==> src/rtl/bfcs_pkg.sv <==
// Package for the threshold city selector: widths, codes, edge and
// relaxation types, and the sequencer state type. Depends on nothing.
`default_nettype none
package bfcs_pkg;

  localparam int MAX_NODES_DEF = 64;
  localparam int MAX_EDGES_DEF = 2048;

  localparam int NODE_ID_W = 6;
  localparam int WEIGHT_W  = 16;
  localparam int DIST_W    = 23;
  localparam int THR_W     = 22;
  localparam int NCOUNT_W  = 7;
  localparam int CFG_IDX_W = 1;

  localparam logic [DIST_W-1:0] DIST_INF  = 23'h400000;
  localparam logic [DIST_W-1:0] DIST_ZERO = 23'h000000;
  localparam logic [NCOUNT_W-1:0] NODE_COUNT_RST = 7'd64;

  localparam logic [CFG_IDX_W-1:0] CFG_NODE_COUNT = 1'b0;
  localparam logic [CFG_IDX_W-1:0] CFG_THRESHOLD  = 1'b1;

  localparam logic CMD_ADD_EDGE = 1'b0;
  localparam logic CMD_RUN      = 1'b1;

  typedef struct packed {
    logic [NODE_ID_W-1:0] node_a;
    logic [NODE_ID_W-1:0] node_b;
    logic [WEIGHT_W-1:0]  weight;
  } edge_t;

  typedef struct packed {
    logic [DIST_W-1:0] value;
    logic              lower;
  } relax_t;

  typedef enum logic [3:0] {
    ST_IDLE,
    ST_INIT,
    ST_EDGE_RD,
    ST_DIST_RD,
    ST_RELAX_B,
    ST_RELAX_A,
    ST_CNT_RD,
    ST_CNT_CHK,
    ST_PICK,
    ST_DONE
  } state_t;

endpackage
`default_nettype wire

==> src/rtl/bfcs_relax_unit.sv <==
// Shared relaxation unit: saturating distance plus weight and a compare
// against the current distance. Depends on bfcs_pkg.
`default_nettype none
module bfcs_relax_unit (
  input  wire logic [bfcs_pkg::DIST_W-1:0]   base_dist,
  input  wire logic [bfcs_pkg::WEIGHT_W-1:0] weight,
  input  wire logic [bfcs_pkg::DIST_W-1:0]   cur,
  output bfcs_pkg::relax_t                   result
);

  logic [bfcs_pkg::DIST_W:0]   sum;
  logic [bfcs_pkg::DIST_W-1:0] cand;

  always_comb begin
    sum = {1'b0, base_dist} + (bfcs_pkg::DIST_W + 1)'(weight);
    if (base_dist[bfcs_pkg::DIST_W-1] ||
        (sum >= (bfcs_pkg::DIST_W + 1)'(bfcs_pkg::DIST_INF))) begin
      cand = bfcs_pkg::DIST_INF;
    end else begin
      cand = sum[bfcs_pkg::DIST_W-1:0];
    end
    result.value = cand;
    result.lower = (cand < cur);
  end

endmodule
`default_nettype wire

==> config.mk <==
export PLATFORM = sky130hd
export DESIGN_NAME = bfcs_relax_unit
export DESIGN_NICKNAME = d
export VERILOG_FILES = /design/src/rtl/bfcs_pkg.sv /design/src/rtl/bfcs_relax_unit.sv
export SDC_FILE = /design/constraint.sdc
export NUM_CORES = 1
export LEC_CHECK = 0
export ABC_AREA = 1
export BUFFER_PORTS_ARGS = -buffer_cell sky130_fd_sc_hd__buf_2
export CORE_ASPECT_RATIO = 2
export CORE_MARGIN = 1.5
export CORE_UTILIZATION = 44
export DETAILED_ROUTE_END_ITERATION = 16
export PLACE_DENSITY_LB_ADDON = 0.08
export SYNTH_ARGS = -nofsm -noshare
export SYNTH_HDL_FRONTEND = slang
export SYNTH_SLANG_ARGS = --single-unit
export TNS_END_PERCENT = 1
==> constraint.sdc <==
create_clock -name vclk -period 5.6
set_input_delay 0.28 -clock vclk [all_inputs]
set_output_delay 0.28 -clock vclk [all_outputs]
set_load 0.03 [all_outputs]
Word level (Yosys, flattened, before mapping)
Index checks and enable logic that the tools add are counted.
{"block": "totals", "register_bits": 0, "in_bits": 62, "out_inout_bits": 24, "wordCells": 5}
{"block": "op_classes", "n_addsub": 1, "magnitude_cmp": 2, "mux": 1, "reduce_logical": 1}
{"operator": "23-bit by 16-bit adder with 24-bit output", "count": 1}
{"operator": "24-bit by 23-bit >= comparator with 1-bit output (second input constant)", "count": 1}
{"operator": "23-bit < comparator", "count": 1}
{"operator": "23-bit 2-to-1 mux", "count": 1}
{"operator": "1-bit logical OR", "count": 1}

Longest topological paths before layout
{"block": "logic_depth", "ltp_word": 5, "depth_mapped": 20, "ltp_nobuf": 20}

Worst setup path before layout
No wires, ideal clock.
{"block": "synth_path", "path_type": "input-to-output", "startpoint": "in base_dist[0] (netlist name)", "endpoint": "out result[0] (netlist name)", "arrival_ps": 3216, "t_required_ps": 5320, "setup_slack_ps": 2104, "cell_stages": 15, "path_buffers": 1, "path_cell_list": "ha_1 > fa_1 > nand2_1 > nand3_2 > nand3_1 > nand3_2 > buf_2 > nor2_1 > ha_1 > a21oi_1 > o21a_1 > o221ai_1 > nand2_1 > o2111ai_1 > a21oi_2"}
{"element": "start, declared", "line": "bfcs_relax_unit.sv:5", "rtl": "input wire logic [bfcs_pkg::DIST_W-1:0] base_dist,"}
{"element": "end, declared", "line": "bfcs_relax_unit.sv:8", "rtl": "output bfcs_pkg::relax_t result"}

==> metrics.md <==
| Metric | Value |
|---|---|
| Mux cell area share after synthesis | `0` |
| RSZ-0062 raised after global routing | `false` |
| Power Internal | `92.6 uW` |
| CLK BUF | `0` |
| Post-DP HPWL | `4.59 mm` |
| Status | `complete, no violations` |
| FMAX | `273 MHz` |
| Main combinational cell family by area after synthesis | `simple AND/OR/NAND/NOR gates` |
| Max_cap viols | `0` |
| Setup TNS | `0 ns` |
| Initial core utilization | `0.452` |
| Tcrit/Tclk final | `0.654` |
| Maximum fanout along the worst path | `18` |
| Routed Antenna Nets | `0` |
| Post-Syn Area | `~1700 um2` |
| Synthesized area per cell | `5.87 um2` |
| Nets | `480` |
| Via count | `approximately 2.2k` |
| Total Wirelength | `4.92 mm` |
| Post-synthesis compound-gate area fraction | `0.233` |
| Clk network pwr share | `0` |
| Starting DRT DRC Count | `46` |
| Grt total ovfl | `0` |
| FP Rows | `32` |
| Post-CTS Setup Repair Bufs | `0` |
| Ports | `86` |
| Hold Path End | `result[19]` |
| Hold_sp | `base_dist[18]` |
| Worst Tran Pin Value | `~0.41 ns` |
| Reg power frac | `0` |
| Startpoint types | `input pin` |
| Req. time, crit path | `5.32 ns` |
| DRC violations left | `0` |
| Critical path class | `input pin to primary output` |
| Post-route minimum period | `3.66 ns` |
| Leak | `0.00137 uW` |
| Post-route setup slack | `1.94 ns` |
| Setup violators final | `0` |
| CP endpoint kind | `primary output` |
| Die X-Extent | `47.2 um` |
| Area of the multi-input gates | `about 1500 um2` |
| GRT Total Usage | `0.234` |
| FF+latch area | `0 um2` |
| Final core occ | `0.579` |
| Avg WL per Cell | `11.5 um` |
| Number of global-route vias before repair | `2,096` |
| Core area | `3800 um2` |
| Seq/Total Area, Yosys | `0` |
| VDD IR max | `~58 uV` |
| Hold-fix buffers, CTS | `0` |
| Switching share of power | `0.632` |
| XOR/XNOR Fraction of Synth Area | `0.0204` |
| Tightest Hold Check Type | `input pin to primary output` |
| Seq_cells | `0` |
| Place WS | `1.95 ns` |
| Syn. warnings | `0` |
| Mapped Cells | `293` |
| Die Area | `roughly 4300 um2` |
| Filler cell count | `between 400 and 500` |
| Syn Nets | `a little under 400` |
| Initial antenna violation count | `0` |
| Power, Total | `251 uW` |
| Post_cts resized | `0` |
| Vias per inst | `5.09` |
| Largest net degree at the start of global routing | `19` |
| Final Hold Viols | `0` |
| Synth Area in Simple Gates | `0.349` |
| Cell area power density | `114 nW/um2` |
| Rel. slew slack | `0.724` |
| Die H | `91.4 um` |
| Adder-cell share of the synthesized area | `0.288` |
| Synthesis-to-finish area growth | `28.0%` |
| Buffers on Ports | `86` |
| Final GP Congestion | `~0.9` |
| Worst hold stages | `3` |
| P_sw | `between 150 and 200 uW` |
| Layout cells sized above 1 | `0.281` |
| Logic gate share of total power | `1.000` |
| Fin. max-slew vios | `0` |
| Antenna diode count | `0` |
| DR pass1 iterations | `4` |
| Cell variety after synth | `37` |
| First-pass GRT wire length | `7.82 mm` |
| WP data arrival | `3.38 ns` |
[worst max-delay path, cell delays in order]
cell and delay [ns]:
buf_2 0.10, ha_1 0.23, fa_1 0.41, nand2_1 0.10
nand3_2 0.08, nand3_1 0.12, nand3_2 0.35, inv_2 0.21
o21ai_1 0.08, a21oi_1 0.22, ha_1 0.16, nand2_1 0.07
inv_1 0.07, nand3_1 0.06, nor3_1 0.17, nor4b_1 0.36
a21oi_2 0.11, buf_2 0.19
[synthesized netlist by cell type, drive strengths merged]
cell	count	area, um2
o2111ai	1	8.76
o21bai	3	37.5
fa	1	20.0
a21o	4	30.0
nand2	76	295
o21a	2	15.0
nor2	32	130
ha	38	475
nor4b	1	8.76
o221ai	1	8.76
and2	1	6.26
xor2	3	26.3
buf	2	12.5
nand3	14	80.1
or2	5	31.3
a21boi	1	7.51
o21ai	11	55.1
xnor2	1	8.76
a31oi	2	12.5
inv	47	176
a211oi	1	7.51
nand4	4	25.0
nor3	2	10.0
nor4	1	12.5
a21oi	39	218
[power groups by stage]
stage / clock network (uW) / logic, uW / registers (uW)
after floorplan: 0 / 178 / 0
after global placement: 0 / 251 / 0
after detailed placement: 0 / 253 / 0
after CTS: 0 / 254 / 0
after global routing: 0 / 283 / 0
final: 0 / 251 / 0
[routing by layer]
layer | GRT usage | up-vias | routed length, um
met2 | 0.494 | 69 | 2980
met1 | 0.195 | 945 | 1610
li1 | - | 1145 | -
met4 | 0.0833 | 0 | 184
met3 | 0.00596 | 18 | 149
met5 | 0 | - | 0
[stage by stage]
stage	hold WS, ns	cell area (um2)	std cells
floorplan	0.754	1720	293
global placement	0.920	2200	428
detailed placement	0.913	2200	428
CTS	0.915	2200	428
global route	0.953	2200	428
finish	0.912	2200	428
[logic make-up (layout without fill, tap and decap cells)]
kind of cell | count (synthesis) | count (layout)
simple gates | 136 | 136
compound gates | 65 | 65
xor+xnor | 4 | 4
buf+inv | 49 | 133
fa+ha+maj | 39 | 39
[cells in the final DEF (no fill, tap or decap), types with 2 or more instances in the layout]
| cell type | netlist | routed |
|---|---|---|
| xor2_1 | 3 | 3 |
| ha_1 | 38 | 38 |
| nand2_1 | 72 | 72 |
| inv_1 | 46 | 46 |
| nor3_1 | 2 | 2 |
| o21ai_0 | 10 | 10 |
| buf_2 | 1 | 86 |
| nand3_2 | 2 | 2 |
| or2_2 | 4 | 4 |
| a21oi_2 | 3 | 3 |
| nand2_2 | 4 | 4 |
| nand4_1 | 4 | 4 |
| a31oi_1 | 2 | 2 |
| o21a_1 | 2 | 2 |
| nand3_1 | 12 | 12 |
| a21oi_1 | 35 | 35 |
| nor2_1 | 30 | 30 |
| a21o_1 | 4 | 4 |
[cell type report]
type	count	share of cell area
timing repair buffer	86	0.196
inverter	47	0.0802
multi-input combinational	244	0.695
tap	51	0.0290
[how the worst max path moves through the flow]
stage                            start   endpoint  cells after the start  slack [ns]
after floorplan           base_dist[0]  result[0]                     15        2.10
after global placement    base_dist[0]  result[0]                     17        2.08
after detailed placement  base_dist[0]  result[0]                     18        1.95
after CTS                 base_dist[0]  result[0]                     18        1.93
after global routing      base_dist[8]  result[0]                     18        1.59
final                     base_dist[0]  result[0]                     18        1.94
Note: power is estimated with default switching activity, not from simulation.
