$ cat config.mk
export PLATFORM = sky130hd
export DESIGN_NAME = bfcs_dist_row
export DESIGN_NICKNAME = d
export VERILOG_FILES = /design/src/rtl/bfcs_pkg.sv /design/src/rtl/bfcs_dist_row.sv
export SDC_FILE = /design/constraint.sdc
export NUM_CORES = 2
export LEC_CHECK = 0
export BUFFER_PORTS_ARGS = -buffer_cell sky130_fd_sc_hd__buf_2
export CAP_MARGIN = 20
export CORE_UTILIZATION = 40
export DETAILED_ROUTE_END_ITERATION = 10
export GPL_TIMING_DRIVEN = 1
export SYNTH_ARGS = -nofsm -noshare
export SYNTH_HDL_FRONTEND = slang
export SYNTH_SLANG_ARGS = --single-unit
$ cat constraint.sdc
create_clock -name clk -period 3.01 [get_ports clk]
set_clock_uncertainty 0.05 [all_clocks]
set_input_delay 0.602 -clock clk [delete_from_list [all_inputs] [get_ports clk]]
set_output_delay 0.602 -clock clk [all_outputs]
set_load 0.02 [all_outputs]
$ cat src/rtl/bfcs_pkg.sv
// Package for the threshold city selector: widths, codes, edge and
// relaxation types, and the sequencer state type. Depends on nothing.
`default_nettype none
package bfcs_pkg;

  localparam int MAX_NODES_DEF = 64;
  localparam int MAX_EDGES_DEF = 2048;

  localparam int NODE_ID_W = 6;
  localparam int WEIGHT_W  = 16;
  localparam int DIST_W    = 23;
  localparam int THR_W     = 22;
  localparam int NCOUNT_W  = 7;
  localparam int CFG_IDX_W = 1;

  localparam logic [DIST_W-1:0] DIST_INF  = 23'h400000;
  localparam logic [DIST_W-1:0] DIST_ZERO = 23'h000000;
  localparam logic [NCOUNT_W-1:0] NODE_COUNT_RST = 7'd64;

  localparam logic [CFG_IDX_W-1:0] CFG_NODE_COUNT = 1'b0;
  localparam logic [CFG_IDX_W-1:0] CFG_THRESHOLD  = 1'b1;

  localparam logic CMD_ADD_EDGE = 1'b0;
  localparam logic CMD_RUN      = 1'b1;

  typedef struct packed {
    logic [NODE_ID_W-1:0] node_a;
    logic [NODE_ID_W-1:0] node_b;
    logic [WEIGHT_W-1:0]  weight;
  } edge_t;

  typedef struct packed {
    logic [DIST_W-1:0] value;
    logic              lower;
  } relax_t;

  typedef enum logic [3:0] {
    ST_IDLE,
    ST_INIT,
    ST_EDGE_RD,
    ST_DIST_RD,
    ST_RELAX_B,
    ST_RELAX_A,
    ST_CNT_RD,
    ST_CNT_CHK,
    ST_PICK,
    ST_DONE
  } state_t;

endpackage
`default_nettype wire

$ cat src/rtl/bfcs_dist_row.sv
// Distance row memory: one write port and two registered read ports.
// Depends on bfcs_pkg.
`default_nettype none
module bfcs_dist_row #(
  parameter int DEPTH = bfcs_pkg::MAX_NODES_DEF,
  parameter int AW    = 6
) (
  input  wire logic                        clk,
  input  wire logic                        we,
  input  wire logic [AW-1:0]               waddr,
  input  wire logic [bfcs_pkg::DIST_W-1:0] wdata,
  input  wire logic [AW-1:0]               raddr0,
  input  wire logic [AW-1:0]               raddr1,
  output logic      [bfcs_pkg::DIST_W-1:0] rdata0,
  output logic      [bfcs_pkg::DIST_W-1:0] rdata1
);

  logic [bfcs_pkg::DIST_W-1:0] mem [DEPTH];

  always_ff @(posedge clk) begin
    if (we) begin
      mem[waddr] <= wdata;
    end
  end

  always_ff @(posedge clk) begin
    rdata0 <= mem[raddr0];
    rdata1 <= mem[raddr1];
  end

endmodule
`default_nettype wire

# Yosys cells after proc, flatten, opt, wreduce, memory -nomap -nowiden
# Memory sizes are Yosys's and may differ from the RTL's. A register that Yosys moved wholly into a read port is not among the register bits.
# Cells that the tools add are included.
[totals] reg_bits=0 ram_bits=1472 in_bits=43 out_inout_bits=46 word_cells=3 memories=1
[classes] mux=2
[mem_list] memory="mem" depth=64 width=23 read_ports=2 rd_ports_with_merged_regs=2 wr=1 line="bfcs_dist_row.sv:18" text="logic [bfcs_pkg::DIST_W-1:0] mem [DEPTH];"
[op_table] operator="1-bit two-way mux" n=2

# Depth between registers and ports, before layout
[depth] word_depth=2 depth_mapped=10 mapped_depth_nobuf=5

# Worst setup path after synthesis
# OpenSTA, ideal clock, no wires.
[synth_path] kind="input -> register" startpoint="input waddr[3]" endpoint="memory mem[48][0] in the netlist's numbering, enable pin" setup_ns=0.432 arrival_time_ns=2.697 required_time_ns=2.528 path_slack_ns=-0.169 path_stages=4 path_buffers=1 cell_sequence="clkbuf_1 nor2b_1 nand4b_1 nor3_1"
[synth_rtl] item="start, declared" line="bfcs_dist_row.sv:10" text="input wire logic [AW-1:0] waddr,"
[synth_rtl] item="end, declared" line="bfcs_dist_row.sv:18"
# No word-level cell before the write port.

==> impl_results.html <==
<table>
<tr><th>Metric</th><th>Value</th></tr>
<tr><th colspan="2">Outcome</th></tr>
<tr><td>Result of the run</td><td>completed</td></tr>
<tr><th colspan="2">Worst setup path</th></tr>
<tr><td>R2R cell count</td><td>7</td></tr>
<tr><td>Data arrival time of the critical path</td><td>3.22 ns</td></tr>
<tr><td>Endpoint type of the worst setup path</td><td>register</td></tr>
<tr><td>Critical-path maximum fanout</td><td>2</td></tr>
<tr><td>Data required, critical path</td><td>approximately 3.6 ns</td></tr>
<tr><td>RR Startpoint</td><td>mem[55][22]</td></tr>
<tr><td>Critical path launch point type</td><td>register</td></tr>
<tr><td>Type of the setup path with the least slack</td><td>register to register</td></tr>
<tr><td>R2r setup slk</td><td>about 0.43 ns</td></tr>
<tr><td>Worst reg2reg endpoint</td><td>rdata1[22]</td></tr>
<tr><th colspan="2">Route</th></tr>
<tr><td>Met2 wire length</td><td>between 100000 and 150000 µm</td></tr>
<tr><td>Routed vias</td><td>about 42000</td></tr>
<tr><td>DRT Pass-1 Iters</td><td>5</td></tr>
<tr><td>Number of DRC violations after detailed-routing iteration 0</td><td>5297</td></tr>
<tr><td>DR WL met3</td><td>between 20000 and 25000 µm</td></tr>
<tr><td>Topmost layer with routed signal wires</td><td>met5</td></tr>
<tr><td>WL met1</td><td>just over 90000 µm</td></tr>
<tr><td>Post-detailed-route count of antenna-violating nets</td><td>0</td></tr>
<tr><td>Post-Route WL</td><td>approximately 230000 µm</td></tr>
<tr><td>Drc violations</td><td>0</td></tr>
<tr><td>Routed length per instance</td><td>34.5 µm</td></tr>
<tr><td>Average vias per placed instance</td><td>approximately 6.3</td></tr>
<tr><th colspan="2">Min path</th></tr>
<tr><td>Hold endpoint</td><td>mem[33][1]</td></tr>
<tr><td>Hold Crit Class</td><td>input pin to register</td></tr>
<tr><td>Beginning of the worst hold path</td><td>wdata[1]</td></tr>
<tr><td>Cells on Worst Hold Path</td><td>1</td></tr>
<tr><th colspan="2">Power</th></tr>
<tr><td>Internal Dissipation</td><td>about 37 mW</td></tr>
<tr><td>Clock share of power</td><td>0.418</td></tr>
<tr><td>Pwr Density</td><td>just under 600 nW/µm²</td></tr>
<tr><td>NetSw</td><td>~11 mW</td></tr>
<tr><td>Switching fraction of total power</td><td>0.234</td></tr>
<tr><td>Total power</td><td>just under 50 mW</td></tr>
<tr><td>Sequential fraction of design power</td><td>0.488</td></tr>
<tr><td>Static leakage power</td><td>about 27 nW</td></tr>
<tr><td>Worst vdd rail ir drop</td><td>0.000622 V</td></tr>
<tr><td>Relative contribution of combinational cells to total power</td><td>0.094</td></tr>
<tr><th colspan="2">Timing</th></tr>
<tr><td>Pin slew with the least headroom to its limit</td><td>between 1 and 1.5 ns</td></tr>
<tr><td>Worst slew margin relative to its limit</td><td>0.257</td></tr>
<tr><td>Setup violators final</td><td>0</td></tr>
<tr><td>Unrepaired setup endpoints after global routing</td><td>no</td></tr>
<tr><td>Final hold viol count</td><td>0</td></tr>
<tr><td>Maximum operating frequency</td><td>0.387 GHz</td></tr>
<tr><td>Period Utilization, post-route</td><td>0.858</td></tr>
<tr><td>Final critical-path setup slack</td><td>around 0.43 ns</td></tr>
<tr><td>Minimum clock period after layout</td><td>about 2.6 ns</td></tr>
<tr><td>Final Max Slew Viols</td><td>0</td></tr>
<tr><th colspan="2">Clocking</th></tr>
<tr><td>Htree depth</td><td>4</td></tr>
<tr><td>Clock-pin slew reported for the worst setup and hold paths after clock tree synthesis</td><td>approximately 0.060 ns</td></tr>
<tr><td>Resized cells post-CTS</td><td>0</td></tr>
<tr><td>Buffers inserted during post-CTS setup optimization</td><td>0</td></tr>
<tr><td>Insertion delay of the later-clocked pin in the worst-skew pair</td><td>~0.82 ns</td></tr>
<tr><td>Maximum clock insertion buffer count</td><td>3</td></tr>
<tr><td>Count of clock tree sinks</td><td>1518</td></tr>
<tr><td>Num CTS Buffers</td><td>around 160</td></tr>
<tr><td>CTS tree</td><td>done</td></tr>
<tr><td>Root Driver</td><td>sky130_fd_sc_hd__clkbuf_16</td></tr>
<tr><td>Cts-stage hold buffer count</td><td>0</td></tr>
<tr><th colspan="2">Place</th></tr>
<tr><td>Cells after DPL</td><td>6349</td></tr>
<tr><td>Buffers on Ports</td><td>88</td></tr>
<tr><td>Minimum setup slack after placement</td><td>-0.378 ns</td></tr>
<tr><td>Last weighted congestion value of the routability-driven placer</td><td>0.883</td></tr>
<tr><td>Cell Area, Placed</td><td>a little under 80000 µm²</td></tr>
<tr><td>Detailed placement HPWL</td><td>151000 µm</td></tr>
<tr><th colspan="2">Floorplan</th></tr>
<tr><td>CORE AREA</td><td>about 170000 µm²</td></tr>
<tr><td>Die span in x</td><td>~420 µm</td></tr>
<tr><td>Cell Rows</td><td>about 150</td></tr>
<tr><td>Initial standard-cell utilization of the core</td><td>0.403</td></tr>
<tr><td>Height of the die</td><td>421 µm</td></tr>
<tr><td>Top-level I/O count</td><td>approximately 90</td></tr>
<tr><td>Area of the die</td><td>between 150000 and 200000 µm²</td></tr>
<tr><th colspan="2">Global routing</th></tr>
<tr><td>GRT Overall Usage</td><td>0.260</td></tr>
<tr><td>Number of antenna violations at the first check in global routing</td><td>24</td></tr>
<tr><td>Grt total ovfl</td><td>0</td></tr>
<tr><td>Wire length of the first global-routing pass</td><td>around 320000 µm</td></tr>
<tr><td>Maximum number of pins on one net before global-route repair</td><td>between 60 and 70</td></tr>
<tr><td>Number of global-route vias before repair</td><td>about 42000</td></tr>
<tr><th colspan="2">Cells and area</th></tr>
<tr><td>Layout cell share with drive strength beyond 1</td><td>0.360</td></tr>
<tr><td>Design area</td><td>just over 80000 µm²</td></tr>
<tr><td>Layout filler cell count</td><td>between 10000 and 15000</td></tr>
<tr><td>Count of nets after finishing</td><td>roughly 4200</td></tr>
<tr><td>Post-synthesis to final-layout area growth</td><td>17.7%</td></tr>
<tr><td>Fin cells</td><td>about 6700</td></tr>
<tr><th colspan="2">Run</th></tr>
<tr><td>Max Cap Violations</td><td>0</td></tr>
<tr><th colspan="2">Logic synthesis</th></tr>
<tr><td>Synth cell types</td><td>42</td></tr>
<tr><td>Synthesis-stage register bit count</td><td>between 1500 and 2000</td></tr>
<tr><td>Seq/Total Area, Yosys</td><td>0.643</td></tr>
<tr><td>Net Count, Synth</td><td>approximately 3800</td></tr>
<tr><td>Synthesized cell area</td><td>between 70000 and 80000 µm²</td></tr>
<tr><td>Instance count of the mapped netlist</td><td>3777</td></tr>
<tr><td>EDFF count, synth</td><td>~1500</td></tr>
<tr><td>Top_reg_cell synth</td><td>sky130_fd_sc_hd__edfxtp_1</td></tr>
<tr><td>Share of flip-flops with an asynchronous set or reset</td><td>0</td></tr>
<tr><td>Synth warn</td><td>0</td></tr>
<tr><td>Synthesized area per cell</td><td>between 15 and 20 µm²</td></tr>
</table>
## kinds of logic after synthesis
| family | synth area share |
|---|---|
| AOI/OAI and AO/OA | 0.0562 |
| buffers and inverters | 0.0250 |
| DFF | 0.643 |
| muxes | 0.250 |
| and+or+nand+nor | 0.0253 |
## flip-flops by register name (all words and copies together) (netlist names)
register,cells
mem,1472
rdata0,23
rdata1,23
## cells in the final DEF (no fill, tap or decap), types with 19 or more instances in the layout
master / count
sky130_fd_sc_hd__clkinv_1: 32
sky130_fd_sc_hd__bufinv_16: 19
sky130_fd_sc_hd__nor2_4: 25
sky130_fd_sc_hd__a211oi_1: 91
sky130_fd_sc_hd__edfxtp_1: 1472
sky130_fd_sc_hd__o21ai_0: 36
sky130_fd_sc_hd__a22oi_1: 36
sky130_fd_sc_hd__nor2b_1: 133
sky130_fd_sc_hd__nor2_2: 39
sky130_fd_sc_hd__o221ai_1: 36
sky130_fd_sc_hd__a2111oi_0: 44
sky130_fd_sc_hd__dfxtp_1: 46
sky130_fd_sc_hd__buf_12: 127
sky130_fd_sc_hd__buf_4: 338
sky130_fd_sc_hd__a22o_1: 36
sky130_fd_sc_hd__a221oi_1: 36
sky130_fd_sc_hd__o311ai_1: 32
sky130_fd_sc_hd__clkbuf_16: 164
sky130_fd_sc_hd__nor2_1: 19
sky130_fd_sc_hd__clkbuf_1: 29
sky130_fd_sc_hd__clkinv_2: 31
sky130_fd_sc_hd__mux2_2: 146
sky130_fd_sc_hd__nand2_1: 75
sky130_fd_sc_hd__o22ai_1: 45
sky130_fd_sc_hd__mux4_2: 545
sky130_fd_sc_hd__mux2i_1: 365
sky130_fd_sc_hd__a21oi_1: 128
sky130_fd_sc_hd__a221o_1: 19
sky130_fd_sc_hd__buf_2: 81
## area by class of cell
type / count / area, µm² / share of cell area
multi-input cells: 1952 / 23600 / 0.286
inverters: 2 / 7.51 / 0.0000909
flip-flops and latches: 1518 / 45100 / 0.547
clock buffers: 196 / 4250 / 0.0515
clock inverters: 101 / 1050 / 0.0128
repair buffers: 552 / 5580 / 0.0675
diodes: 5 / 12.5 / 0.000152
well taps: 2325 / 2910 / 0.0352
## through the flow
| step | hold WS [ns] | utilization | setup TNS (ns) |
|---|---|---|---|
| 2_1_floorplan | 0.651 | - | 0 |
| 3_3_place_gp | 0.714 | 0.444 | -2.68 |
| 3_5_place_dp | 0.732 | 0.444 | -2.29 |
| 4_1_cts | 0.129 | 0.474 | 0 |
| 5_1_grt | 0.161 | 0.474 | 0 |
| 6_report | 0.181 | 0.474 | 0 |
## worst max-delay path by stage
stage                 from    endpoint  slack, ns  depth (start not counted)
4_1_cts          raddr1[0]  rdata1[22]       0.49                          9
3_5_place_dp     raddr1[0]  rdata1[22]      -0.38                          9
5_1_grt          raddr1[0]  rdata1[22]       0.41                          9
2_1_floorplan     waddr[5]  mem[39][0]        0.1                          4
3_3_place_gp     raddr1[2]  rdata1[10]      -0.79                          9
6_report       mem[55][22]  rdata1[22]       0.43                          7
## per-layer routing
layer  vias up  track usage
met2      2281        0.401
li1      16927            -
met1     22400        0.361
met5         -            0
met4        16       0.0917
met3       391       0.0607
## synthesized netlist by cell type, types with 31 or more instances
master | count | area share
sky130_fd_sc_hd__edfxtp_1 | 1472 | 0.63
sky130_fd_sc_hd__mux4_2 | 545 | 0.17
sky130_fd_sc_hd__mux2i_1 | 365 | 0.052
sky130_fd_sc_hd__mux2_2 | 146 | 0.023
sky130_fd_sc_hd__nor2b_1 | 135 | 0.012
sky130_fd_sc_hd__a21oi_1 | 128 | 0.0091
sky130_fd_sc_hd__buf_2 | 100 | 0.0071
sky130_fd_sc_hd__a211oi_1 | 92 | 0.0098
sky130_fd_sc_hd__clkbuf_1 | 88 | 0.0047
sky130_fd_sc_hd__buf_4 | 85 | 0.0091
sky130_fd_sc_hd__nor2_1 | 81 | 0.0043
sky130_fd_sc_hd__nand2_1 | 75 | 0.0040
sky130_fd_sc_hd__dfxtp_1 | 46 | 0.013
sky130_fd_sc_hd__a2111oi_0 | 45 | 0.0056
sky130_fd_sc_hd__o22ai_1 | 45 | 0.0040
sky130_fd_sc_hd__a221oi_1 | 36 | 0.0045
sky130_fd_sc_hd__a22o_1 | 36 | 0.0045
sky130_fd_sc_hd__a22oi_1 | 36 | 0.0039
sky130_fd_sc_hd__o21ai_0 | 36 | 0.0026
sky130_fd_sc_hd__o221ai_1 | 36 | 0.0045
sky130_fd_sc_hd__o311ai_1 | 31 | 0.0039
## power by group through the flow
stage               clock network (mW)  logic [mW]  registers, mW
floorplan                            0        2.27           24.0
global placement                     0        4.47           24.0
detailed placement                   0        4.49           24.0
CTS                               20.4        4.50           23.5
global route                      21.2        4.72           23.5
finish                            20.2        4.53           23.5
## critical path, stage by stage, from the launching register on
cell and delay (ns):
sky130_fd_sc_hd__edfxtp_1 0.40, sky130_fd_sc_hd__mux4_2 0.50, sky130_fd_sc_hd__mux2i_1 0.55, sky130_fd_sc_hd__a22oi_1 0.31
sky130_fd_sc_hd__buf_4 0.25, sky130_fd_sc_hd__o311ai_0 0.16, sky130_fd_sc_hd__buf_4 0.22, sky130_fd_sc_hd__a21oi_1 0.04
(Power assumes the default switching activity.)
